[src/rtl/gdr_pkg.sv]
// ----------------------------------------------------------------------------
// gdr_pkg
// Shared types, widths and codes of the grid column raycaster.
// ----------------------------------------------------------------------------
package gdr_pkg;

    localparam int MAP_SIZE_D      = 32;
    localparam int SCREEN_WIDTH_D  = 640;
    localparam int SCREEN_HEIGHT_D = 480;
    localparam int TEX_SIZE_D      = 64;

    localparam int CAMX_W     = 25;
    localparam int RD_W       = 28;
    localparam int DIVN_W     = 33;
    localparam int DIVD_W     = 28;
    localparam int DD_W       = 41;
    localparam int SD_W       = 51;
    localparam int D_W        = 24;
    localparam int LH_W       = 29;
    localparam int TEXV_W     = 22;
    localparam int QDEPTH     = 4;
    localparam int CFG_IDX_W  = 3;
    localparam int CFG_DATA_W = 21;

    localparam logic OP_WRITE = 1'b0;
    localparam logic OP_CAST  = 1'b1;

    localparam logic [CFG_IDX_W-1:0] REG_CAM_POS_X   = 3'd0;
    localparam logic [CFG_IDX_W-1:0] REG_CAM_POS_Y   = 3'd1;
    localparam logic [CFG_IDX_W-1:0] REG_VIEW_DIR_X  = 3'd2;
    localparam logic [CFG_IDX_W-1:0] REG_VIEW_DIR_Y  = 3'd3;
    localparam logic [CFG_IDX_W-1:0] REG_CAM_PLANE_X = 3'd4;
    localparam logic [CFG_IDX_W-1:0] REG_CAM_PLANE_Y = 3'd5;

    typedef struct packed {
        logic       op;
        logic [4:0] x;
        logic [4:0] y;
        logic [3:0] val;
        logic [9:0] col;
    } t_item;

    typedef struct packed {
        logic [20:0] pos_x;
        logic [20:0] pos_y;
        logic [17:0] dir_x;
        logic [17:0] dir_y;
        logic [17:0] plane_x;
        logic [17:0] plane_y;
    } t_cfg;

    typedef struct packed {
        logic              start;
        logic [DIVN_W-1:0] num;
        logic [DIVD_W-1:0] den;
    } t_div_req;

    typedef struct packed {
        logic              done;
        logic [DIVN_W-1:0] quot;
    } t_div_rsp;

    typedef struct packed {
        logic [9:0]        column_out;
        logic              hit_side;
        logic [2:0]        texture_index;
        logic [D_W-1:0]    wall_distance;
        logic [8:0]        span_start;
        logic [8:0]        span_end;
        logic [5:0]        texture_column;
        logic [TEXV_W-1:0] texture_step;
        logic [TEXV_W-1:0] texture_start;
        logic              left_map;
    } t_result;

endpackage

[src/rtl/gdr_div.sv]
// ----------------------------------------------------------------------------
// gdr_div
// Restoring unsigned divider, one quotient bit per cycle.
// ----------------------------------------------------------------------------
module gdr_div (
    input  logic              i_clk,
    input  logic              i_rst_n,
    input  gdr_pkg::t_div_req i_req,
    output gdr_pkg::t_div_rsp o_rsp
);

    localparam int NW = gdr_pkg::DIVN_W;
    localparam int DW = gdr_pkg::DIVD_W;
    localparam int CW = $clog2(NW + 1);

    logic          r_busy;
    logic          r_done;
    logic [CW-1:0] r_cnt;
    logic [NW-1:0] r_num;
    logic [NW-1:0] r_quot;
    logic [DW-1:0] r_rem;
    logic [DW-1:0] r_den;
    logic [DW:0]   trial;
    logic          fits;

    assign trial = {r_rem, r_num[NW-1]};
    assign fits  = trial >= {1'b0, r_den};

    always_ff @(posedge i_clk) begin
        if (!i_rst_n) begin
            r_busy <= 1'b0;
            r_done <= 1'b0;
            r_cnt  <= '0;
        end else begin
            r_done <= 1'b0;
            if (i_req.start) begin
                r_busy <= 1'b1;
                r_cnt  <= CW'(NW);
                r_num  <= i_req.num;
                r_den  <= i_req.den;
                r_rem  <= '0;
                r_quot <= '0;
            end else if (r_busy) begin
                r_num  <= {r_num[NW-2:0], 1'b0};
                r_quot <= {r_quot[NW-2:0], fits};
                r_rem  <= fits ? DW'(trial - {1'b0, r_den}) : DW'(trial);
                r_cnt  <= r_cnt - CW'(1);
                if (r_cnt == CW'(1)) begin
                    r_busy <= 1'b0;
                    r_done <= 1'b1;
                end
            end
        end
    end

    assign o_rsp.done = r_done;
    assign o_rsp.quot = r_quot;

endmodule

[config.mk]
export PLATFORM = sky130hd
export DESIGN_NAME = gdr_div
export DESIGN_NICKNAME = d
export VERILOG_FILES = /design/src/rtl/gdr_pkg.sv /design/src/rtl/gdr_div.sv
export SDC_FILE = /design/constraint.sdc
export NUM_CORES = 1
export LEC_CHECK = 0
export BUFFER_PORTS_ARGS = -buffer_cell sky130_fd_sc_hd__buf_2
export CAP_MARGIN = 0
export CORE_ASPECT_RATIO = 0.9
export CORE_MARGIN = 3
export CORE_UTILIZATION = 47
export CTS_BUF_LIST = sky130_fd_sc_hd__clkbuf_16
export DETAILED_ROUTE_END_ITERATION = 8
export HOLD_SLACK_MARGIN = 0.06
export PLACE_DENSITY = 0.77
export RECOVER_POWER = 25
export SKIP_CTS_REPAIR_TIMING = 1
export SYNTH_ARGS = -nofsm -noshare
export SYNTH_HDL_FRONTEND = slang
export SYNTH_SLANG_ARGS = --single-unit
[constraint.sdc]
create_clock -name i_clk -period 4.4 [get_ports i_clk]
set_clock_uncertainty 0.2 [all_clocks]
set_input_delay 0.44 -clock i_clk [delete_from_list [all_inputs] [get_ports i_clk]]
set_output_delay 0.44 -clock i_clk [all_outputs]
set_load 0.02 [all_outputs]
==> impl_metrics.ini <==
[run_status]
status = finished with violations
violations = max-capacitance violations, max-slew violations

[yosys]
yosysWarnings = 0
synthTopCellsByArea = edfxtp_1 54%, ha_1 5.6%, mux2_2 5.4%, mux2i_1 3.7%, nor2b_1 3.3%
synth_edf_count = 122
synth_cell_types = 59
ys_seq_area_share_pct = 56.86
synth.most_common_cell = edfxtp_1
synth_nets = 627
netlist_instances = 532
avgSynthCellArea_um2 = 12.64
synth_top_area_share_pct = 54.47
async_flop_share_pct = 0
yosysTopAreaCell = edfxtp_1
synth_seq_cells = 130
synthesis.area_um2 = 6725
synthTopCellsByCount = 122 x edfxtp_1, 44 x nor2_1, 35 x nor2b_1
synth_flop_cell = edfxtp_1

[timing]
slew_headroom_pct = -4.183
slew_violations = 32
hold_viol_final = 0
timing.final.crit_share_pct = 82.93
fmax_mhz = 274.1
min_period_ns = 3.649
rsz0062_at_grt = no
fin_tns_setup_ns = 0
tightest_slew_ns = 1.563
setup_viol = 0

[layout]
final_area_um2 = 8158
area_growth_pct = 21.30
n_fill_cell = 1144
antenna_cells = 0
drive_gt1_share_pct = 23.17
nets = 751

[clock_network]
cts_tree = done
clockRootBuffer = clkbuf_16
cts_sinks = 130
cts_max_level = 4
clockBufferDepth = 2
clk-insertion-delay-late_ns = 0.41
cts_buffers = 17
path_clk_slew_ns = 0.06

[global_routing]
grt_overflow_total = 0
grt_util_all_layers_pct = 17.78
antenna_found_initial = 0
grt_pass1_wl_um = 22650
grt_pass1_vias = 4570
grt_max_degree = 66

[place]
gp_congestion = 0.8791
post-dp-hpwl_um = 9401
numPortBuffers = 97
dpl_cell_area_um2 = 7360

[power_and_ir_drop]
p_leak_nw = 3.287
p_per_area_nw_per_um2 = 443.4
max-vdd-ir-drop_mv = 0.3448

[setup_path]
path_class = register to register
crit_path_start_kind = register
cp_max_fo = 19
worstPathArrival_ns = 3.55
worst_ep_required_time_ns = 4.30
endpoint_kind = register

[drt]
totalWireLength_um = 13580
routedWlPerCell_um = 15.83
drtIter0Drc = 260
num_vias = 4485
drc = 0
antenna_left = 0
drtPass1Iterations = 4
vias_per_cell = 5.227

[die]
core_area_um2 = 13660
die_width_um = 132.1
ioPinCount = 98
start_util_pct = 49.22
rows = 40
design.die.area_um2 = 15780
die_h_um = 119.5

[job]
drv_cap = 1

[worst_hold_path]
min_path_type = input pin to register
per-stage QoR:
step,hold WS [ns],total power [mW],cells,util [%],setup slack (ns)
3_5_place_dp,0.3041,2.289,798,53.86,0.8221
3_3_place_gp,0.2800,2.257,798,53.86,0.9475
2_1_floorplan,0.2685,2.130,532,-,0.6518
6_report,0.1115,3.617,858,59.71,0.7511
5_1_grt,0.09738,3.798,858,59.71,0.4972
4_1_cts,-0.01938,3.628,830,57.95,0.7890
per-layer routing:
layer | part of all wire, % | vias up | track usage (%) | routed length (um)
li1 | - | 2186 | - | -
met1 | 46 | 2175 | 23.28 | 6284
met2 | 46 | 117 | 27.60 | 6241
met3 | 7.2 | 7 | 7.559 | 979
met4 | 0.57 | 0 | 4.003 | 78
met5 | 0 | - | 0 | 0
layout by cell type, fill, tap and decap left out, drive strengths merged, types with 4 or more instances in the layout:
cell	Yosys	layout
inv	34	39
mux2i	25	25
nor2b	36	36
and4	4	4
buf	13	72
o21ai	16	16
a211oi	5	5
nand3	9	9
clkinv	0	7
dfxtp	8	8
clkbuf	11	46
a21boi	4	4
a31oi	8	8
xnor2	19	19
a21o	12	12
a21oi	25	25
and2	5	5
edfxtp	122	122
nand2	16	16
nor2	45	45
dlygate4sd3	0	28
mux2	32	32
xor2	10	10
o21a	8	8
ha	30	30
area by class of cell:
| type | count | area [um2] | area share [%] |
|---|---|---|---|
| multi-input combinational | 344 | 2654 | 32.53 |
| clock inverter | 15 | 132.6 | 1.626 |
| clock buffer | 17 | 425.4 | 5.215 |
| sequential | 130 | 3824 | 46.87 |
| inverter | 34 | 127.6 | 1.564 |
| timing repair buffer | 129 | 758.2 | 9.294 |
| tap | 189 | 236.5 | 2.899 |
worst max-delay path, cell delays in order, from the launching register on:
cell	delay [ns]
edfxtp_1	0.39
ha_1	0.38
and3_2	0.21
o21ai_0	0.08
nand3_1	0.24
a211oi_2	0.13
o21ai_2	0.27
o311ai_4	0.13
a21oi_4	0.60
buf_4	0.40
mux2i_1	0.22
nor2_1	0.06
power breakdown:
part / switching [mW] / total (mW) / internal [mW]
clock network: 0.549 / 1.33 / 0.782
logic: 0.425 / 0.761 / 0.336
registers: 0.0450 / 1.53 / 1.48
total: 1.02 / 3.62 / 2.60
flip-flops by register name, summed over array words and instances, names as in the netlist:
register	count
r_busy	1
r_quot	33
r_done	1
r_rem	28
r_num	33
r_cnt	6
r_den	28
path summary, 6_finish.rpt:
check                 start        end  slack [ns]  depth (start not counted)
setup / recovery   r_rem[3]  r_rem[21]        0.75                         11
hold / removal    i_req[28]   r_num[0]        0.11                          2
setup reg to reg   r_rem[3]  r_rem[21]        0.75                         11
hold reg to reg    r_cnt[1]   r_cnt[1]        0.32                          2
kinds of logic (layout without fill, tap and decap cells):
group           Yosys count  in the layout  synth area share (%)
flops                   130            130                 56.86
mux                      57             57                 9.079
xor+xnor                 29             29                 3.777
simple gates            135            135                 10.64
compound gates           92             92                 9.973
buf+inv                  58            195                 3.795
fa+ha+maj                31             31                 5.879
Power figures use the tool's default switching activity.
