**src/rtl/gdr_pkg.sv**
```systemverilog
// ----------------------------------------------------------------------------
// gdr_pkg
// Shared types, widths and codes of the grid column raycaster.
// ----------------------------------------------------------------------------
package gdr_pkg;

    localparam int MAP_SIZE_D      = 32;
    localparam int SCREEN_WIDTH_D  = 640;
    localparam int SCREEN_HEIGHT_D = 480;
    localparam int TEX_SIZE_D      = 64;

    localparam int CAMX_W     = 25;
    localparam int RD_W       = 28;
    localparam int DIVN_W     = 33;
    localparam int DIVD_W     = 28;
    localparam int DD_W       = 41;
    localparam int SD_W       = 51;
    localparam int D_W        = 24;
    localparam int LH_W       = 29;
    localparam int TEXV_W     = 22;
    localparam int QDEPTH     = 4;
    localparam int CFG_IDX_W  = 3;
    localparam int CFG_DATA_W = 21;

    localparam logic OP_WRITE = 1'b0;
    localparam logic OP_CAST  = 1'b1;

    localparam logic [CFG_IDX_W-1:0] REG_CAM_POS_X   = 3'd0;
    localparam logic [CFG_IDX_W-1:0] REG_CAM_POS_Y   = 3'd1;
    localparam logic [CFG_IDX_W-1:0] REG_VIEW_DIR_X  = 3'd2;
    localparam logic [CFG_IDX_W-1:0] REG_VIEW_DIR_Y  = 3'd3;
    localparam logic [CFG_IDX_W-1:0] REG_CAM_PLANE_X = 3'd4;
    localparam logic [CFG_IDX_W-1:0] REG_CAM_PLANE_Y = 3'd5;

    typedef struct packed {
        logic       op;
        logic [4:0] x;
        logic [4:0] y;
        logic [3:0] val;
        logic [9:0] col;
    } t_item;

    typedef struct packed {
        logic [20:0] pos_x;
        logic [20:0] pos_y;
        logic [17:0] dir_x;
        logic [17:0] dir_y;
        logic [17:0] plane_x;
        logic [17:0] plane_y;
    } t_cfg;

    typedef struct packed {
        logic              start;
        logic [DIVN_W-1:0] num;
        logic [DIVD_W-1:0] den;
    } t_div_req;

    typedef struct packed {
        logic              done;
        logic [DIVN_W-1:0] quot;
    } t_div_rsp;

    typedef struct packed {
        logic [9:0]        column_out;
        logic              hit_side;
        logic [2:0]        texture_index;
        logic [D_W-1:0]    wall_distance;
        logic [8:0]        span_start;
        logic [8:0]        span_end;
        logic [5:0]        texture_column;
        logic [TEXV_W-1:0] texture_step;
        logic [TEXV_W-1:0] texture_start;
        logic              left_map;
    } t_result;

endpackage

```
**src/rtl/gdr_queue.sv**
```systemverilog
// ----------------------------------------------------------------------------
// gdr_queue
// Short command queue between the front and the back.
// ----------------------------------------------------------------------------
module gdr_queue (
    input  logic           i_clk,
    input  logic           i_rst_n,
    input  logic           i_push,
    input  gdr_pkg::t_item i_item,
    output logic           o_full,
    input  logic           i_pop,
    output gdr_pkg::t_item o_item,
    output logic           o_empty
);

    localparam int PW = $clog2(gdr_pkg::QDEPTH);

    gdr_pkg::t_item r_mem [gdr_pkg::QDEPTH];
    logic [PW-1:0]  r_wp;
    logic [PW-1:0]  r_rp;
    logic [PW:0]    r_cnt;
    logic           do_push;
    logic           do_pop;

    assign o_full  = r_cnt == (PW+1)'(gdr_pkg::QDEPTH);
    assign o_empty = r_cnt == '0;
    assign do_push = i_push && !o_full;
    assign do_pop  = i_pop && !o_empty;
    assign o_item  = r_mem[r_rp];

    always_ff @(posedge i_clk) begin
        if (do_push) begin
            r_mem[r_wp] <= i_item;
        end
    end

    always_ff @(posedge i_clk) begin
        if (!i_rst_n) begin
            r_wp  <= '0;
            r_rp  <= '0;
            r_cnt <= '0;
        end else begin
            if (do_push) begin
                r_wp <= r_wp + PW'(1);
            end
            if (do_pop) begin
                r_rp <= r_rp + PW'(1);
            end
            if (do_push && !do_pop) begin
                r_cnt <= r_cnt + (PW+1)'(1);
            end else if (do_pop && !do_push) begin
                r_cnt <= r_cnt - (PW+1)'(1);
            end
        end
    end

endmodule

```
**config.mk**
```make
export PLATFORM = sky130hd
export DESIGN_NAME = gdr_queue
export DESIGN_NICKNAME = d
export VERILOG_FILES = /design/src/rtl/gdr_pkg.sv /design/src/rtl/gdr_queue.sv
export SDC_FILE = /design/constraint.sdc
export NUM_CORES = 1
export LEC_CHECK = 0
export ABC_AREA = 0
export BUFFER_PORTS_ARGS = -buffer_cell sky130_fd_sc_hd__buf_4
export CAP_MARGIN = 20
export CORE_ASPECT_RATIO = 1.5
export CORE_UTILIZATION = 35
export DETAILED_ROUTE_END_ITERATION = 6
export HOLD_SLACK_MARGIN = 0.02
export PLACE_DENSITY_LB_ADDON = 0.05
export SLEW_MARGIN = 20
export SYNTH_ARGS = -nofsm -noshare
export SYNTH_HDL_FRONTEND = slang
export SYNTH_SLANG_ARGS = --single-unit
```
**constraint.sdc**
```tcl
create_clock -name i_clk -period 1.92 [get_ports i_clk]
set_input_delay 0.384 -clock i_clk [delete_from_list [all_inputs] [get_ports i_clk]]
set_output_delay 0.384 -clock i_clk [all_outputs]
set_load 0.03 [all_outputs]
```
==> out/metrics.yaml <==
seqCellArea_sq_um: 3190
core_area_sq_um: 11500
cpPeakStageDelay_ns: 0.52
worstSetupEndpointType: "primary output"
cts_tree: "done"
totalPowerFinal_mw: 7.53
initial_core_util_pct: 35.9
rr_worst_depth: 8
yosysSeqAreaShare_pct: 77.2
area.growth.synth_to_final_pct: 29.3
netlist_instances: 179
worst-path-buf-inv: 2
synth_top_family_by_area: "multiplexers"
min_period_over_period_pct: 104
critical_path_class: "reg2out"
clk_path_buf_depth: 2
synthDominantCellAreaShare_pct: 72.9
drc: 0
first_pass_iters: 4
grt_pass1_vias: 2115
postPlaceCellArea_sq_um: 4870
layout_setup_ws_ns: -0.0847
dieArea_sq_um: 12200
htreeDepth: 3
internal_power_mw: 5.24
finClkSkew_ns: 0.00599
num_rows: 48
status: "finished with violations"
antenna_found_initial: 0
hpwl_microns: 4650
combPwrFrac_pct: 34.6
multi_input_area_sq_um: 878
synth.avg_cell_area_sq_um: 23.0
post-place-ws_ns: -0.0521
hold_buffers: 0
post-route-util_pct: 46.5
rsz0062_at_grt: "yes"
cp_num_cells: 3
switching_share_pct: 30.3
synthAdderAreaFrac_pct: 2.00
cts_sinks: 109
wl_microns: 7400
required_ns: 1.54
cts_root_buf: "clkbuf_16"
synth_nets: 214
ant_nets: 0
nNetsFinal: 292
min_period_ns: 2.00
cp_top_family: "multiplexers"
relSlewSlack_pct: 77.9
yosys.area_share.simple_pct: 2.46
fillCellCount: 976
synthMuxAreaShare_pct: 14.4
diodes: 0
synth_seq_cells: 109
placed_cells: 393
viasPerCell: 4.73
first_iter_violations: 114
instances_no_fill: 412
grt_max_degree: 24
tightest_slew_ns: 0.326
worst_ep_arrival_time_ns: 1.62
worstHoldPathCells: 1
cpMaxStageDelayCell: "mux4_2"
die-width_microns: 90.6
synth_area_leaders: "edfxtp_1 73%, mux4_2 14%, dfxtp_1 4.4%, ha_1 1.5%, and2_1 1.2%"
grt_first_pass_wirelength_microns: 11800
boundaryPins: 56
synth_warnings: 0
power_density_nw_per_um2: 1410
clkLatencyLatePin_ns: 0.35
seqPwrFrac_pct: 40.3
wl_per_cell_microns: 18.0
cts_buffers: 9
path_clk_slew_ns: 0.07
grt_overflow: 0
clockPowerShare_pct: 25.1
violations: "negative setup slack"
switchingPower_mw: 2.28
vias: 1948
hp-class: "in2reg"
tns_ns: -1.53
finalHoldViolCount: 0
worstSetupStartpointType: "register"
p_leak_nw: 1.83
maxSlewViolCount: 0
gp_congestion: 0.666
synth_compound_area_share_pct: 0.820
path_cells: "buf_12 -> mux4_2 -> buf_6"
irDropWorstVdd_mv: 0.611
yosys.cell_types.count: 24
setup_viol: 25
grt.total_usage_pct: 13.3
max_freq_mhz: 499
portBuffers: 55
hold_ws_ns: 0.235
fin_area_sq_um: 5330
max_cap_viol_count: 0
synth_area_sq_um: 4120
drive_above_1_share_pct: 47.7
worstPathMaxFanout: 10
dieHeight_microns: 135
yosysTopAreaCell: "edfxtp_1"
synthXorXnorAreaFrac_pct: 0.850
power groups by stage:
stage | Clock (mW) | Sequential, mW | Combinational (mW)
after floorplan | 0 | 3.03 | 1.59
after global placement | 0 | 3.05 | 2.39
after detailed placement | 0 | 3.06 | 2.39
after CTS | 1.95 | 3.03 | 2.65
after global routing | 2.03 | 3.06 | 2.77
final | 1.89 | 3.03 | 2.61
routing by layer:
layer	up-vias	GRT usage, %	routed length [microns]
met5	-	0	0
met4	0	6.18	150
met3	11	3.21	235
met2	39	22.4	3950
met1	1010	16.0	3070
li1	888	-	-
state kept, by name, summed over array words and instances, names as in the netlist, named ones only:
signal	count
r_mem	100
r_cnt	3
r_rp	2
r_wp	2
cells by family (layout without fill, tap and decap cells):
group / Yosys count / after routing
multiplexers: 28 / 28
adder cells (fa/ha/maj): 6 / 6
flip-flops: 109 / 109
AO/OA/AOI/OAI: 4 / 4
AND/OR/NAND/NOR: 17 / 17
XOR/XNOR: 4 / 4
buffers and inverters: 11 / 94
worst paths after layout:
check	end	slack, ns	from
setup / recovery	o_item[0]	-0.08	register
hold / removal	r_mem[3][8]	0.24	i_item[8]
setup reg to reg	r_cnt[2]	0.05	r_cnt[2]
hold reg to reg	r_wp[1]	0.51	r_wp[1]
area by class of cell:
cell class,count,share of cell area (%)
well taps,150,3.52
repair buffers,75,14.1
clock inverters,7,1.53
clock buffers,9,4.23
multi-input cells,59,16.5
inverters,3,0.211
flip-flops and latches,109,59.9
what timing repair did:
item,4_1_cts,5_1_grt
pin swaps,0,1
cloned,1,0
resized for setup,28,3
setup buffers,0,2
setup endpoints to repair,26,26
cells in the final DEF (no fill, tap or decap), types with 2 or more instances in the layout:
master	count
dfxtp_1	5
nand2_1	4
inv_1	2
edfxtp_1	100
ha_1	4
clkbuf_16	9
dfxtp_2	2
and2_1	8
dfxtp_4	2
inv_8	2
buf_4	43
mux4_2	25
buf_6	25
mux2i_1	3
xnor2_1	3
buf_12	6
cell usage after synthesis:
| cell | n |
|---|---|
| buf_6 | 2 |
| nand2_1 | 4 |
| and2_1 | 8 |
| or3_1 | 1 |
| o31ai_2 | 1 |
| buf_12 | 2 |
| xor2_1 | 1 |
| dfxtp_1 | 9 |
| fa_1 | 1 |
| o21ai_0 | 1 |
| xnor2_1 | 3 |
| mux2i_1 | 3 |
| a21boi_1 | 1 |
| nor2b_1 | 2 |
| mux4_2 | 25 |
| o311ai_1 | 1 |
| clkbuf_1 | 1 |
| nor3_1 | 1 |
| nor3b_2 | 1 |
| buf_2 | 2 |
| ha_1 | 5 |
| inv_1 | 3 |
| clkbuf_2 | 1 |
| edfxtp_1 | 100 |
Note: power is estimated with default switching activity, not from simulation.
