**config.mk**
```make
export PLATFORM = sky130hd
export DESIGN_NAME = gdr_front
export DESIGN_NICKNAME = d
export VERILOG_FILES = /design/src/rtl/gdr_pkg.sv /design/src/rtl/gdr_front.sv
export SDC_FILE = /design/constraint.sdc
export NUM_CORES = 1
export LEC_CHECK = 0
export BUFFER_PORTS_ARGS = -buffer_cell sky130_fd_sc_hd__buf_4
export CAP_MARGIN = 20
export CORE_MARGIN = 2
export CORE_UTILIZATION = 39
export DETAILED_ROUTE_END_ITERATION = 10
export GPL_TIMING_DRIVEN = 0
export HOLD_SLACK_MARGIN = 0.08
export PLACE_DENSITY = 0.77
export SLEW_MARGIN = 30
export SYNTH_ARGS = -nofsm -noshare
export SYNTH_HDL_FRONTEND = slang
export SYNTH_SLANG_ARGS = --single-unit
```
**constraint.sdc**
```tcl
create_clock -name i_clk -period 2.54 [get_ports i_clk]
set_clock_uncertainty 0.1 [all_clocks]
set_input_delay 0.127 -clock i_clk [delete_from_list [all_inputs] [get_ports i_clk]]
set_output_delay 0.127 -clock i_clk [all_outputs]
set_load 0.005 [all_outputs]
```
**src/rtl/gdr_pkg.sv**
```systemverilog
// ----------------------------------------------------------------------------
// gdr_pkg
// Shared types, widths and codes of the grid column raycaster.
// ----------------------------------------------------------------------------
package gdr_pkg;

    localparam int MAP_SIZE_D      = 32;
    localparam int SCREEN_WIDTH_D  = 640;
    localparam int SCREEN_HEIGHT_D = 480;
    localparam int TEX_SIZE_D      = 64;

    localparam int CAMX_W     = 25;
    localparam int RD_W       = 28;
    localparam int DIVN_W     = 33;
    localparam int DIVD_W     = 28;
    localparam int DD_W       = 41;
    localparam int SD_W       = 51;
    localparam int D_W        = 24;
    localparam int LH_W       = 29;
    localparam int TEXV_W     = 22;
    localparam int QDEPTH     = 4;
    localparam int CFG_IDX_W  = 3;
    localparam int CFG_DATA_W = 21;

    localparam logic OP_WRITE = 1'b0;
    localparam logic OP_CAST  = 1'b1;

    localparam logic [CFG_IDX_W-1:0] REG_CAM_POS_X   = 3'd0;
    localparam logic [CFG_IDX_W-1:0] REG_CAM_POS_Y   = 3'd1;
    localparam logic [CFG_IDX_W-1:0] REG_VIEW_DIR_X  = 3'd2;
    localparam logic [CFG_IDX_W-1:0] REG_VIEW_DIR_Y  = 3'd3;
    localparam logic [CFG_IDX_W-1:0] REG_CAM_PLANE_X = 3'd4;
    localparam logic [CFG_IDX_W-1:0] REG_CAM_PLANE_Y = 3'd5;

    typedef struct packed {
        logic       op;
        logic [4:0] x;
        logic [4:0] y;
        logic [3:0] val;
        logic [9:0] col;
    } t_item;

    typedef struct packed {
        logic [20:0] pos_x;
        logic [20:0] pos_y;
        logic [17:0] dir_x;
        logic [17:0] dir_y;
        logic [17:0] plane_x;
        logic [17:0] plane_y;
    } t_cfg;

    typedef struct packed {
        logic              start;
        logic [DIVN_W-1:0] num;
        logic [DIVD_W-1:0] den;
    } t_div_req;

    typedef struct packed {
        logic              done;
        logic [DIVN_W-1:0] quot;
    } t_div_rsp;

    typedef struct packed {
        logic [9:0]        column_out;
        logic              hit_side;
        logic [2:0]        texture_index;
        logic [D_W-1:0]    wall_distance;
        logic [8:0]        span_start;
        logic [8:0]        span_end;
        logic [5:0]        texture_column;
        logic [TEXV_W-1:0] texture_step;
        logic [TEXV_W-1:0] texture_start;
        logic              left_map;
    } t_result;

endpackage

```
**src/rtl/gdr_front.sv**
```systemverilog
// ----------------------------------------------------------------------------
// gdr_front
// Input stage: takes words, drops map writes outside the map, feeds the queue.
// ----------------------------------------------------------------------------
module gdr_front #(
    parameter int MAP_SIZE = gdr_pkg::MAP_SIZE_D
) (
    input  logic           i_clk,
    input  logic           i_rst_n,
    input  logic           push,
    output logic           full,
    input  logic           i_mode,
    input  logic [4:0]     i_cell_x,
    input  logic [4:0]     i_cell_y,
    input  logic [3:0]     i_cell_value,
    input  logic [9:0]     i_screen_column,
    output logic           o_q_push,
    output gdr_pkg::t_item o_q_item,
    input  logic           i_q_full
);

    logic           r_valid;
    gdr_pkg::t_item r_item;
    logic           accept;
    logic           keep;

    assign full     = r_valid && i_q_full;
    assign accept   = push && !full;
    assign o_q_push = r_valid && !i_q_full;
    assign o_q_item = r_item;
    assign keep     = (i_mode == gdr_pkg::OP_CAST) ||
                      ((int'(i_cell_x) < MAP_SIZE) && (int'(i_cell_y) < MAP_SIZE));

    always_ff @(posedge i_clk) begin
        if (!i_rst_n) begin
            r_valid <= 1'b0;
        end else if (accept) begin
            r_valid <= keep;
        end else if (o_q_push) begin
            r_valid <= 1'b0;
        end
    end

    always_ff @(posedge i_clk) begin
        if (accept) begin
            r_item.op  <= i_mode;
            r_item.x   <= i_cell_x;
            r_item.y   <= i_cell_y;
            r_item.val <= i_cell_value;
            r_item.col <= i_screen_column;
        end
    end

endmodule

```
==> results_tabular.tex, run 1 <==
\begin{tabular}{lr}
\hline
Metric & Value \\
\hline
\multicolumn{2}{l}{\textbf{STA}} \\
Final hold violations & 0 \\
Final setup violating endpoints & 0 \\
Portion of the clock cycle consumed by the worst path in the final layout & 0.5765 \\
Final count of pins violating max slew & 0 \\
Final critical path time including I/O delays and setup & approximately 1.5 ns \\
RSZ-0062 raised after global routing & false \\
TNS Setup & 0 ns \\
Slew headroom & 0.5599 \\
Highest Clock Rate & about 680 MHz \\
Worst slew pin tran & roughly 0.66 ns \\
\multicolumn{2}{l}{\textbf{Setup path}} \\
Class of the most critical setup path & reg -> reg \\
Endpoint required time on the critical path & 2.39 ns \\
Depth of the worst register-to-register path & 2 \\
Delay of the slowest critical-path stage & between 0.5 and 0.6 ns \\
Critical path endpoint category & register \\
Crit-path slowest cell & sky130\_fd\_sc\_hd\_\_nor2b\_4 \\
Critical-path maximum fanout & 25 \\
Data arrival time of the critical path & $\sim$1.3 ns \\
Nature of the critical path startpoint & register \\
Critical Path, Cell by Cell & and2\_4 > nor2b\_4 \\
\multicolumn{2}{l}{\textbf{Clocking}} \\
Root Driver & sky130\_fd\_sc\_hd\_\_clkbuf\_4 \\
TritonCTS clock tree & built \\
Post-CTS setup buffers & 0 \\
Clock transition at the registers of the reported paths & 0.13 ns \\
Total clock sinks & 26 \\
Maximum buffer depth of the clock tree & 2 \\
Worst skew pair latency & 0.30 ns \\
Count of cells resized by post-cts repair & 0 \\
Htree depth & 1 \\
TritonCTS Buffers & 3 \\
\multicolumn{2}{l}{\textbf{Detailed routing}} \\
Routed wl met3 & between 100 and 150 um \\
Final wirelength & between 1500 and 2000 um \\
Overall via count from detail\_route & between 500 and 600 \\
Detailed-router iteration count before antenna repair & 4 \\
Violation count after the first detailed-route iteration & 2 \\
Per-cell via count in the routed design & 4.182 \\
Antenna-violating nets left & 0 \\
Sum of routed wire segments on met1 & between 600 and 700 um \\
Routed length per placed instance & 13.09 um \\
Routed met2 length & 1085 um \\
DRC violation count after routing & 0 \\
Top layer reached by signal wires & met3 \\
\multicolumn{2}{l}{\textbf{Global routing}} \\
Global-route wire length before repair & around 3000 um \\
Maximum number of pins on one net before global-route repair & 26 \\
Vias in the first global route & $\sim$660 \\
Initial antenna violation count & 0 \\
Overall fraction of global-route tracks in use & 0.1614 \\
Remaining global-route overflow & 0 \\
\multicolumn{2}{l}{\textbf{Layout}} \\
Layout cell share with drive strength beyond 1 & 0.5172 \\
\# diodes & 0 \\
Number of standard cells in the layout, taps in and fillers out & 143 \\
Layout overhead on the synthesized area & 93.75\% \\
Number of nets at the end of the flow & about 150 \\
Most used cells in the layout excluding fill and tap cells & sky130\_fd\_sc\_hd\_\_buf\_4, sky130\_fd\_sc\_hd\_\_dlygate4sd3\_1, sky130\_fd\_sc\_hd\_\_edfxtp\_1, sky130\_fd\_sc\_hd\_\_clkbuf\_4 \\
Most frequent standard cell in the layout excluding fill and tap cells & sky130\_fd\_sc\_hd\_\_buf\_4 \\
Post-route cell area & roughly 1600 um2 \\
Final core utilization & 0.7990 \\
\multicolumn{2}{l}{\textbf{Floorplanning}} \\
Floorplan Core Area & $\sim$1900 um2 \\
Floorplan die width & 49.31 um \\
Initial Util & 0.4124 \\
Vertical die dimension & $\sim$49 um \\
Top Ports & 56 \\
Full die area & about 2400 um2 \\
Number of rows in the core area & 16 \\
\multicolumn{2}{l}{\textbf{Power and ir drop}} \\
Share of power burned in registers & 0.638 \\
Leak & 0.0006656 uW \\
Combinational power share & 0.152 \\
Switching share of total power & 0.1924 \\
Portion of total power attributed to the clock network & 0.210 \\
Power dissipated by switching net loads & about 150 uW \\
Total power per unit cell area & approximately 510 nW/um2 \\
Worst IR Drop VDD & 0.4381 mV \\
Int Pwr & roughly 640 uW \\
\multicolumn{2}{l}{\textbf{Run status}} \\
Run status & completed \\
\multicolumn{2}{l}{\textbf{Synth}} \\
Net Count, Synth & 59 \\
Post-synthesis sequential area ratio & 0.9625 \\
Number of instances in the synthesized netlist & 30 \\
Post-synthesis average cell area & $\sim$27 um2 \\
Total of warnings raised by yosys & 0 \\
Post-synthesis instance area & 800.8 um2 \\
FF+latch count, synth & 26 \\
Count of cell types in the netlist & 6 \\
\multicolumn{2}{l}{\textbf{Place}} \\
Final weighted congestion in routability-driven placement & around 0.59 \\
Placement-stage cell area & roughly 1300 um2 \\
Final HPWL from detailed placement & 1142 um \\
Buffers on Ports & 55 \\
Total placed cells including tap cells & 112 \\
\multicolumn{2}{l}{\textbf{Flow run}} \\
Number of max-capacitance violations reported & 0 \\
\multicolumn{2}{l}{\textbf{Min path}} \\
Cell depth of the worst hold path & 2 \\
Hold crit path type & in -> reg \\
\hline
\end{tabular}
==> stage by stage <==
step	power [uW]	worst slack [ns]	hold WS [ns]
after floorplan	529.8	0.4607	0.1259
after global placement	599.2	0.1336	0.2057
after detailed placement	602.6	1.084	0.2063
after CTS	797.3	1.069	0.2432
after global routing	825.2	0.9969	0.2465
final	793.8	1.076	0.2464
==> power groups by stage <==
stage | sequential, uW | clock [uW] | combinational, uW
3_3_place_gp | 516 | 0 | 82.9
2_1_floorplan | 519 | 0 | 10.6
3_5_place_dp | 516 | 0 | 86.4
5_1_grt | 509 | 187 | 130
4_1_cts | 506 | 171 | 120
6_report | 506 | 166 | 121
==> flip-flops by register name, summed over array words and instances (netlist names) <==
register  flops
o_q_item     25
r_valid       1
==> logic make-up (layout without fill, tap and decap cells) <==
logic type / Yosys count / after routing / synth area share
DFF: 26 / 26 / 0.9625
AOI/OAI and AO/OA: 1 / 1 / 0.009378
and+or+nand+nor: 3 / 3 / 0.02814
buffers and inverters: 0 / 86 / 0
==> what timing repair did <==
action | in CTS | in global routing
endpoints found under the hold margin | 26 | 0
endpoints found under the setup margin | 0 | 0
hold buffers | 27 | 0
==> final timing paths <==
check | start | end | slack [ns]
worst max register to register | r_valid$_SDFFE_PN0P_ | o_q_item[2]$_DFFE_PP_ | 1.08
worst min register to register | r_valid$_SDFFE_PN0P_ | o_q_item[8]$_DFFE_PP_ | 0.72
worst max-delay path | r_valid$_SDFFE_PN0P_ | o_q_item[2]$_DFFE_PP_ | 1.08
worst min-delay path | push | o_q_item[8]$_DFFE_PP_ | 0.25
==> layer usage <==
metal | up-vias | GRT usage
met3 | 0 | 0.02761
met1 | 284 | 0.1887
met4 | 0 | 0.01429
li1 | 290 | -
met2 | 24 | 0.3153
met5 | - | 0
==> synthesized netlist by cell type (all sizes together) <==
master   n  area (um2)
and2     1       8.760
and2b    1       7.510
dfxtp    1       20.02
edfxtp  25       750.7
nor2b    1       6.260
o21a     1       7.510
==> worst max-delay path: cells and delay by family, from the launching register on <==
family | cells | cell delay, ns
flip-flops | 1 | 0.33
AND/OR/NAND/NOR | 2 | 0.68
==> final cells by class <==
class	instances	area [um2]
sequential	26	770.7
timing repair buffer	82	683.2
fill	109	390.4
multi-input combinational	4	37.54
tap	27	33.78
clock buffer	3	22.52
clock inverter	1	3.754
Power figures use the tool's default switching activity.
==> inputs of run 2 (changes only) <==
- clock period: 2.54 -> 1.4 ns (I/O delays scaled with it)
==> run 2 against run 1 <==
Compared with the run above:
- hold slack better by 0.13 ns
- wire length increased by 11%
- cell count grew 2.8%
- core utilization up 3.3 points
- count of clock-buffer cells in the layout is 1 higher
- register-to-register slack worse by 0.86 ns
- via count increased by 5.4%
- largest power group unchanged
==> results_tabular.tex, run 2 (synthesis gave the netlist of run 1 again) <==
\begin{tabular}{lr}
\hline
Metric & Value \\
\hline
\multicolumn{2}{l}{\textbf{Layout}} \\
Number of standard cells in the layout, taps in and fillers out & 147 (+2.8\%) \\
Layout cell share with drive strength beyond 1 & 0.5250 (+0.007759) \\
Post-route cell area & 1615 um2 (+4.1\%) \\
Number of nets at the end of the flow & 150 (+2.7\%) \\
Max FFs per register & 25 (unchanged) \\
\# diodes & 0 (unchanged) \\
Most frequent standard cell in the layout excluding fill and tap cells & sky130\_fd\_sc\_hd\_\_buf\_4 \\
Final core utilization & 0.8318 (+0.03286) \\
FILL cells & 96 (-12\%) \\
Most used cells in the layout excluding fill and tap cells & sky130\_fd\_sc\_hd\_\_buf\_4, sky130\_fd\_sc\_hd\_\_dlygate4sd3\_1, sky130\_fd\_sc\_hd\_\_edfxtp\_1, sky130\_fd\_sc\_hd\_\_clkbuf\_4 \\
Layout overhead on the synthesized area & 101.7\% \\
\multicolumn{2}{l}{\textbf{Setup path}} \\
Critical Path, Cell by Cell & dlygate4sd3\_1 > buf\_4 > and2\_4 > nor2b\_4 > buf\_12 \\
Critical path endpoint category & register \\
Source of the worst register-to-register timing path & r\_valid\$\_SDFFE\_PN0P\_ \\
Capture point of the worst reg-to-reg path & o\_q\_item[5]\$\_DFFE\_PP\_ \\
Data arrival time of the critical path & 1.28 ns (-0.04 ns) \\
Crit-path slowest cell & sky130\_fd\_sc\_hd\_\_dlygate4sd3\_1 \\
Critical-path maximum fanout & 13 (-48\%) \\
Class of the most critical setup path & in -> reg \\
Depth of the worst register-to-register path & 3 (+1) \\
Worst setup slack for register-to-register paths & 0.22 ns (-0.86 ns) \\
Nature of the critical path startpoint & input pin \\
Delay of the slowest critical-path stage & 0.56 ns (+0.03 ns) \\
Endpoint required time on the critical path & 1.33 ns (-1.06 ns) \\
\multicolumn{2}{l}{\textbf{STA}} \\
Final count of pins violating max slew & 0 (unchanged) \\
Portion of the clock cycle consumed by the worst path in the final layout & 0.9625 \\
Final hold violations & 0 (unchanged) \\
Final setup violating endpoints & 0 (unchanged) \\
Final critical path time including I/O delays and setup & about 1.3 ns \\
Min setup slack post-route & 0.05251 ns (-1.023 ns) \\
Slew headroom & 0.9101 (+0.3502) \\
Highest Clock Rate & $\sim$740 MHz \\
Worst slew pin tran & 0.1345 ns (-0.5242 ns) \\
RSZ-0062 raised after global routing & false \\
\multicolumn{2}{l}{\textbf{Detailed routing}} \\
Routed wl met3 & 105 um (-1.9\%) \\
Per-cell via count in the routed design & 4.286 (+2.5\%) \\
Final wirelength & 2082 um (+11\%) \\
Sum of routed wire segments on met1 & 753 um (+11\%) \\
Antenna-violating nets left & 0 (unchanged) \\
Detailed-router iteration count before antenna repair & 3 (-1) \\
Routed length per placed instance & 14.16 um (+8.2\%) \\
Top layer reached by signal wires & met4 \\
Routed met2 length & 1196 um (+10\%) \\
DRC violation count after routing & 0 (unchanged) \\
Overall via count from detail\_route & 630 (+5.4\%) \\
Violation count after the first detailed-route iteration & 11 (+9) \\
\multicolumn{2}{l}{\textbf{Clocking}} \\
TritonCTS Buffers & 3 (unchanged) \\
Worst skew pair latency & 0.30 ns (about the same) \\
Total clock sinks & 26 (unchanged) \\
Htree depth & 1 (unchanged) \\
Root Driver & sky130\_fd\_sc\_hd\_\_clkbuf\_4 \\
Clock transition at the registers of the reported paths & 0.13 ns (about the same) \\
Maximum buffer depth of the clock tree & 2 (unchanged) \\
TritonCTS clock tree & built \\
\multicolumn{2}{l}{\textbf{Floorplanning}} \\
Top Ports & 56 (unchanged) \\
Full die area & 2431 um2 (unchanged) \\
Initial Util & 0.4124 (unchanged) \\
Vertical die dimension & 49.31 um (unchanged) \\
Floorplan die width & 49.31 um (unchanged) \\
Number of rows in the core area & 16 (unchanged) \\
Floorplan Core Area & 1942 um2 (unchanged) \\
\multicolumn{2}{l}{\textbf{Flow run}} \\
Number of max-capacitance violations reported & 0 (unchanged) \\
\multicolumn{2}{l}{\textbf{Run status}} \\
Run status & completed \\
\multicolumn{2}{l}{\textbf{Power and ir drop}} \\
Leak & 0.0006947 uW (+4.4\%) \\
Total power consumption of the routed design & 1470 uW (+85\%) \\
Total power per unit cell area & 910.2 nW/um2 (+78\%) \\
Worst IR Drop VDD & 0.7106 mV (+62\%) \\
\multicolumn{2}{l}{\textbf{Global routing}} \\
Initial antenna violation count & 0 (unchanged) \\
Overall fraction of global-route tracks in use & 0.1782 (+0.01675) \\
Vias in the first global route & 693 (+5.6\%) \\
Remaining global-route overflow & 0 (unchanged) \\
Maximum number of pins on one net before global-route repair & 15 (-42\%) \\
Global-route wire length before repair & 3153 um (+6.5\%) \\
\multicolumn{2}{l}{\textbf{Place}} \\
Buffers on Ports & 55 (unchanged) \\
Setup slack after placement & -0.06724 ns (-1.152 ns) \\
Total placed cells including tap cells & 112 (unchanged) \\
Final weighted congestion in routability-driven placement & 0.6418 (+9.1\%) \\
Placement-stage cell area & 1255 um2 (unchanged) \\
\multicolumn{2}{l}{\textbf{Min path}} \\
Worst Hold End & o\_q\_item[10]\$\_DFFE\_PP\_ \\
Cell depth of the worst hold path & 2 (unchanged) \\
Hold crit path type & in -> reg \\
Hold path start & i\_cell\_value[0] \\
\hline
\end{tabular}
-- run 2: repair_timing --
action                                 CTS  global route
setup buffers                            0             2
pin swaps                                0             0
resized for setup                        1             0
cloned                                   1             0
setup endpoints to repair               25            14
endpoints found under the hold margin   26             0
hold buffers                            28             0
-- run 2: how the worst max path moves through the flow --
stage	start	endpoint	slack (ns)	cells past startpoint
floorplan	r_valid$_SDFFE_PN0P_	o_q_item[0]$_DFFE_PP_	0.06	2
global placement	r_valid$_SDFFE_PN0P_	o_q_item[10]$_DFFE_PP_	-0.04	2
detailed placement	r_valid$_SDFFE_PN0P_	o_q_item[5]$_DFFE_PP_	-0.07	2
CTS	i_q_full	o_q_item[23]$_DFFE_PP_	0.04	4
global route	i_q_full	o_q_item[24]$_DFFE_PP_	0.05	5
finish	i_q_full	o_q_item[5]$_DFFE_PP_	0.05	5
-- run 2: cell type report --
class                      count  area [um2]  share of cell area
multi-input combinational      5       51.30             0.03176
clock buffer                   4       26.28             0.01627
timing repair buffer          85       733.2              0.4539
sequential                    26       770.7              0.4771
tap                           27       33.78             0.02091
-- run 2: power breakdown --
group          switching, uW  total, uW  leakage, uW  internal (uW)
registers               12.6        918     0.000250            905
clock network            193        304    0.0000150            111
logic                   76.0        248     0.000430            172
-- run 2: critical path, delay by kind of cell --
kind | cells | cell delay (ns)
and+or+nand+nor | 2 | 0.34
buffers and inverters | 3 | 0.86
-- run 2: metrics by stage --
step,setup TNS (ns),hold slack (ns)
6_report,0,0.3758
5_1_grt,0,0.3603
4_1_cts,0,0.3671
3_5_place_dp,-1.659,0.1495
3_3_place_gp,-1.066,0.1484
2_1_floorplan,0,0.06887
-- run 2: metal layers --
metal	track usage	vias to the layer above
li1	-	298
met1	0.1763	299
met2	0.3581	29
met3	0.02761	4
met4	0.07143	0
met5	0	-
==> inputs of run 3 (changes only) <==
- CORE_ASPECT_RATIO: unset -> 0.8
- CORE_UTILIZATION: 39 -> 35
- PLACE_DENSITY: 0.77 -> 0.73
- clock period: 1.4 -> 1.15 ns (I/O delays scaled with it)
==> run 3 against run 2 <==
Compared with the run above:
- the flow now finishes with violations (setup timing)
- via count shrank 1.1%
- register-to-register slack worse by 0.26 ns
- setup slack worse by 0.088 ns
- hold slack lost 0.26 ns
- count of clock-buffer cells in the layout unchanged
- sequential power grew 22%
- sequential cell count stayed put
- non-clock buffer count up 1
- first-iteration DRC count decreased by 82%
- core utilization fell by 7.8 points
- clock power increased by 48%
- cell count is 0.68% lower
- critical path type is now reg -> reg
- critical endpoint is now o_q_item[4]$_DFFE_PP_
- largest cell class unchanged
==> results_tabular.tex, run 3 (synthesis gave the netlist of run 1 again) <==
\begin{tabular}{lr}
\hline
Metric & Value \\
\hline
\multicolumn{2}{l}{\textbf{Layout}} \\
Number of nets at the end of the flow & 151 (+0.67\%) \\
FILL cells & 129 (+34\%) \\
Area occupied by multi-input gates & 51.30 um2 (unchanged) \\
Most used cells in the layout excluding fill and tap cells & sky130\_fd\_sc\_hd\_\_buf\_4, sky130\_fd\_sc\_hd\_\_dlygate4sd3\_1, sky130\_fd\_sc\_hd\_\_edfxtp\_1, sky130\_fd\_sc\_hd\_\_clkbuf\_4, sky130\_fd\_sc\_hd\_\_buf\_6 \\
\# diodes & 0 (unchanged) \\
Most frequent standard cell in the layout excluding fill and tap cells & sky130\_fd\_sc\_hd\_\_buf\_4 \\
Layout cell share with drive strength beyond 1 & 0.5537 (+0.02872) \\
Number of standard cells in the layout, taps in and fillers out & 146 (-0.68\%) \\
Max FFs per register & 25 (unchanged) \\
Seq. cell area & 772.0 um2 (+0.16\%) \\
Post-route cell area & 1628 um2 (+0.77\%) \\
Layout overhead on the synthesized area & 103.3\% \\
\multicolumn{2}{l}{\textbf{Detailed routing}} \\
Antenna-violating nets left & 0 (unchanged) \\
Per-cell via count in the routed design & 4.267 (-0.43\%) \\
Final wirelength & 2213 um (+6.3\%) \\
Violation count after the first detailed-route iteration & 2 (-9) \\
Overall via count from detail\_route & 623 (-1.1\%) \\
DRC violation count after routing & 0 (unchanged) \\
Detailed-router iteration count before antenna repair & 2 (-1) \\
Routed length per placed instance & 15.16 um (+7.0\%) \\
\multicolumn{2}{l}{\textbf{Setup path}} \\
Data arrival time of the critical path & 1.14 ns (-0.14 ns) \\
Depth of the worst register-to-register path & 3 (unchanged) \\
Buffers \& Inverters on Critical Path & 1 (-2) \\
Crit-path slowest cell & sky130\_fd\_sc\_hd\_\_dfxtp\_2 \\
Class of the most critical setup path & reg -> reg \\
Critical Path, Cell by Cell & and2\_4 > nor2b\_4 > buf\_6 \\
Critical path endpoint category & register \\
Endpoint required time on the critical path & 1.11 ns (-0.22 ns) \\
Nature of the critical path startpoint & register \\
Critical-path maximum fanout & 7 (-6) \\
Depth of the critical timing path with buffers and inverters included & 3 (-2) \\
Delay of the slowest critical-path stage & 0.35 ns (-0.21 ns) \\
Cell family with most CP delay & flip-flops \\
\multicolumn{2}{l}{\textbf{STA}} \\
Worst slew pin tran & 0.1309 ns (-0.003591 ns) \\
RSZ-0062 raised after global routing & true \\
Min setup slack post-route & -0.03512 ns (-0.08763 ns) \\
Slew headroom & 0.9127 (+0.002585) \\
Final critical path time including I/O delays and setup & 1.185 ns \\
Final hold slack & 0.1207 ns (-0.2551 ns) \\
Final count of pins violating max slew & 0 (unchanged) \\
TNS Setup & -0.6188 ns (-0.6188 ns) \\
Final hold violations & 0 (unchanged) \\
Portion of the clock cycle consumed by the worst path in the final layout & 1.031 \\
Highest Clock Rate & approximately 840 MHz \\
Final setup violating endpoints & 25 (+25) \\
\multicolumn{2}{l}{\textbf{Min path}} \\
Cell depth of the worst hold path & 4 (+2) \\
Hold crit path type & in -> reg \\
\multicolumn{2}{l}{\textbf{Clocking}} \\
TritonCTS Buffers & 3 (unchanged) \\
Worst skew pair latency & 0.32 ns (+0.02 ns) \\
Clock transition at the registers of the reported paths & 0.13 ns (about the same) \\
Root Driver & sky130\_fd\_sc\_hd\_\_clkbuf\_4 \\
TritonCTS clock tree & built \\
Maximum buffer depth of the clock tree & 2 (unchanged) \\
Htree depth & 1 (unchanged) \\
Total clock sinks & 26 (unchanged) \\
\multicolumn{2}{l}{\textbf{Place}} \\
Total placed cells including tap cells & 110 (-1.8\%) \\
Placement-stage cell area & 1252 um2 (-0.20\%) \\
Buffers on Ports & 55 (unchanged) \\
Final weighted congestion in routability-driven placement & 0.6417 (about the same) \\
\multicolumn{2}{l}{\textbf{Run status}} \\
Run status & finished, violations left \\
Violations in the final reports & setup timing \\
\multicolumn{2}{l}{\textbf{Floorplanning}} \\
Floorplan Core Area & 2158 um2 (+11\%) \\
Number of rows in the core area & 15 (-1) \\
Floorplan die width & 57.48 um (+17\%) \\
Top Ports & 56 (unchanged) \\
Initial Util & 0.3710 (-0.04136) \\
Vertical die dimension & 46.78 um (-5.1\%) \\
Full die area & 2689 um2 (+11\%) \\
\multicolumn{2}{l}{\textbf{Global routing}} \\
Maximum number of pins on one net before global-route repair & 15 (unchanged) \\
Initial antenna violation count & 0 (unchanged) \\
Vias in the first global route & 653 (-5.8\%) \\
Remaining global-route overflow & 0 (unchanged) \\
Global-route wire length before repair & 3325 um (+5.5\%) \\
Overall fraction of global-route tracks in use & 0.1832 (+0.004977) \\
\multicolumn{2}{l}{\textbf{Flow run}} \\
Number of max-capacitance violations reported & 0 (unchanged) \\
\multicolumn{2}{l}{\textbf{Power and ir drop}} \\
Total power per unit cell area & 1151 nW/um2 (+26\%) \\
Leak & 0.0007058 uW (+1.6\%) \\
Worst IR Drop VDD & 1.058 mV (+49\%) \\
\hline
\end{tabular}
[run 3: changes by cell type in the layout (fill, tap and decap cells not counted), sizes merged]
| cell | before | now |
|---|---|---|
| buf | 57 | 59 |
| dlygate4sd3 | 28 | 27 |
[run 3: metal layers]
layer / GRT usage / share of wire / up-vias
met5: 0 / 0 / -
met4: 0.08372 / 0.015 / 0
met3: 0.06336 / 0.051 / 4
met2: 0.2977 / 0.54 / 18
met1: 0.2288 / 0.39 / 301
li1: - / - / 300
[run 3: what timing repair did]
item | 4_1_cts | 5_1_grt
resized for setup | 2 | 3
hold buffers | 27 | 0
pin swaps | 0 | 1
hold endpoints to repair | 26 | 0
setup endpoints to repair | 25 | 27
setup buffers | 3 | 1
cloned | 1 | 0
[run 3: worst paths after layout]
path                                      startpoint               endpoint  slack, ns
worst min-delay path                        i_q_full   r_valid$_SDFFE_PN0P_       0.12
worst min register to register  r_valid$_SDFFE_PN0P_   r_valid$_SDFFE_PN0P_       0.67
worst max-delay path            r_valid$_SDFFE_PN0P_  o_q_item[4]$_DFFE_PP_      -0.04
worst max register to register  r_valid$_SDFFE_PN0P_  o_q_item[4]$_DFFE_PP_      -0.04
[run 3: metrics by stage]
stage                     total power, uW  setup WS, ns    util
after global placement               1327       -0.2993  0.5803
after CTS                            1873     0.0007711  0.7455
after detailed placement             1336       -0.3377  0.5803
final                                1873      -0.03512  0.7542
after floorplan                      1172       -0.1856       -
after global routing                 1957      -0.06489  0.7542
[run 3: worst min-delay path, stage by stage]
cell and delay, ns:
sky130_fd_sc_hd__buf_4 0.09, sky130_fd_sc_hd__and2_4 0.18, sky130_fd_sc_hd__buf_4 0.11, sky130_fd_sc_hd__o21a_1 0.09
[run 3: cell type report]
cell class	instances	area share
clock buffer	4	0.02229
multi-input combinational	5	0.03151
sequential	26	0.4743
tap	25	0.01922
timing repair buffer	86	0.4527
[run 3: report_power, final]
group          internal [uW]  switching (uW)  total, uW
logic                    210            91.8        302
registers               1100            17.4       1120
clock network            194             257        451
total                   1510             366       1870
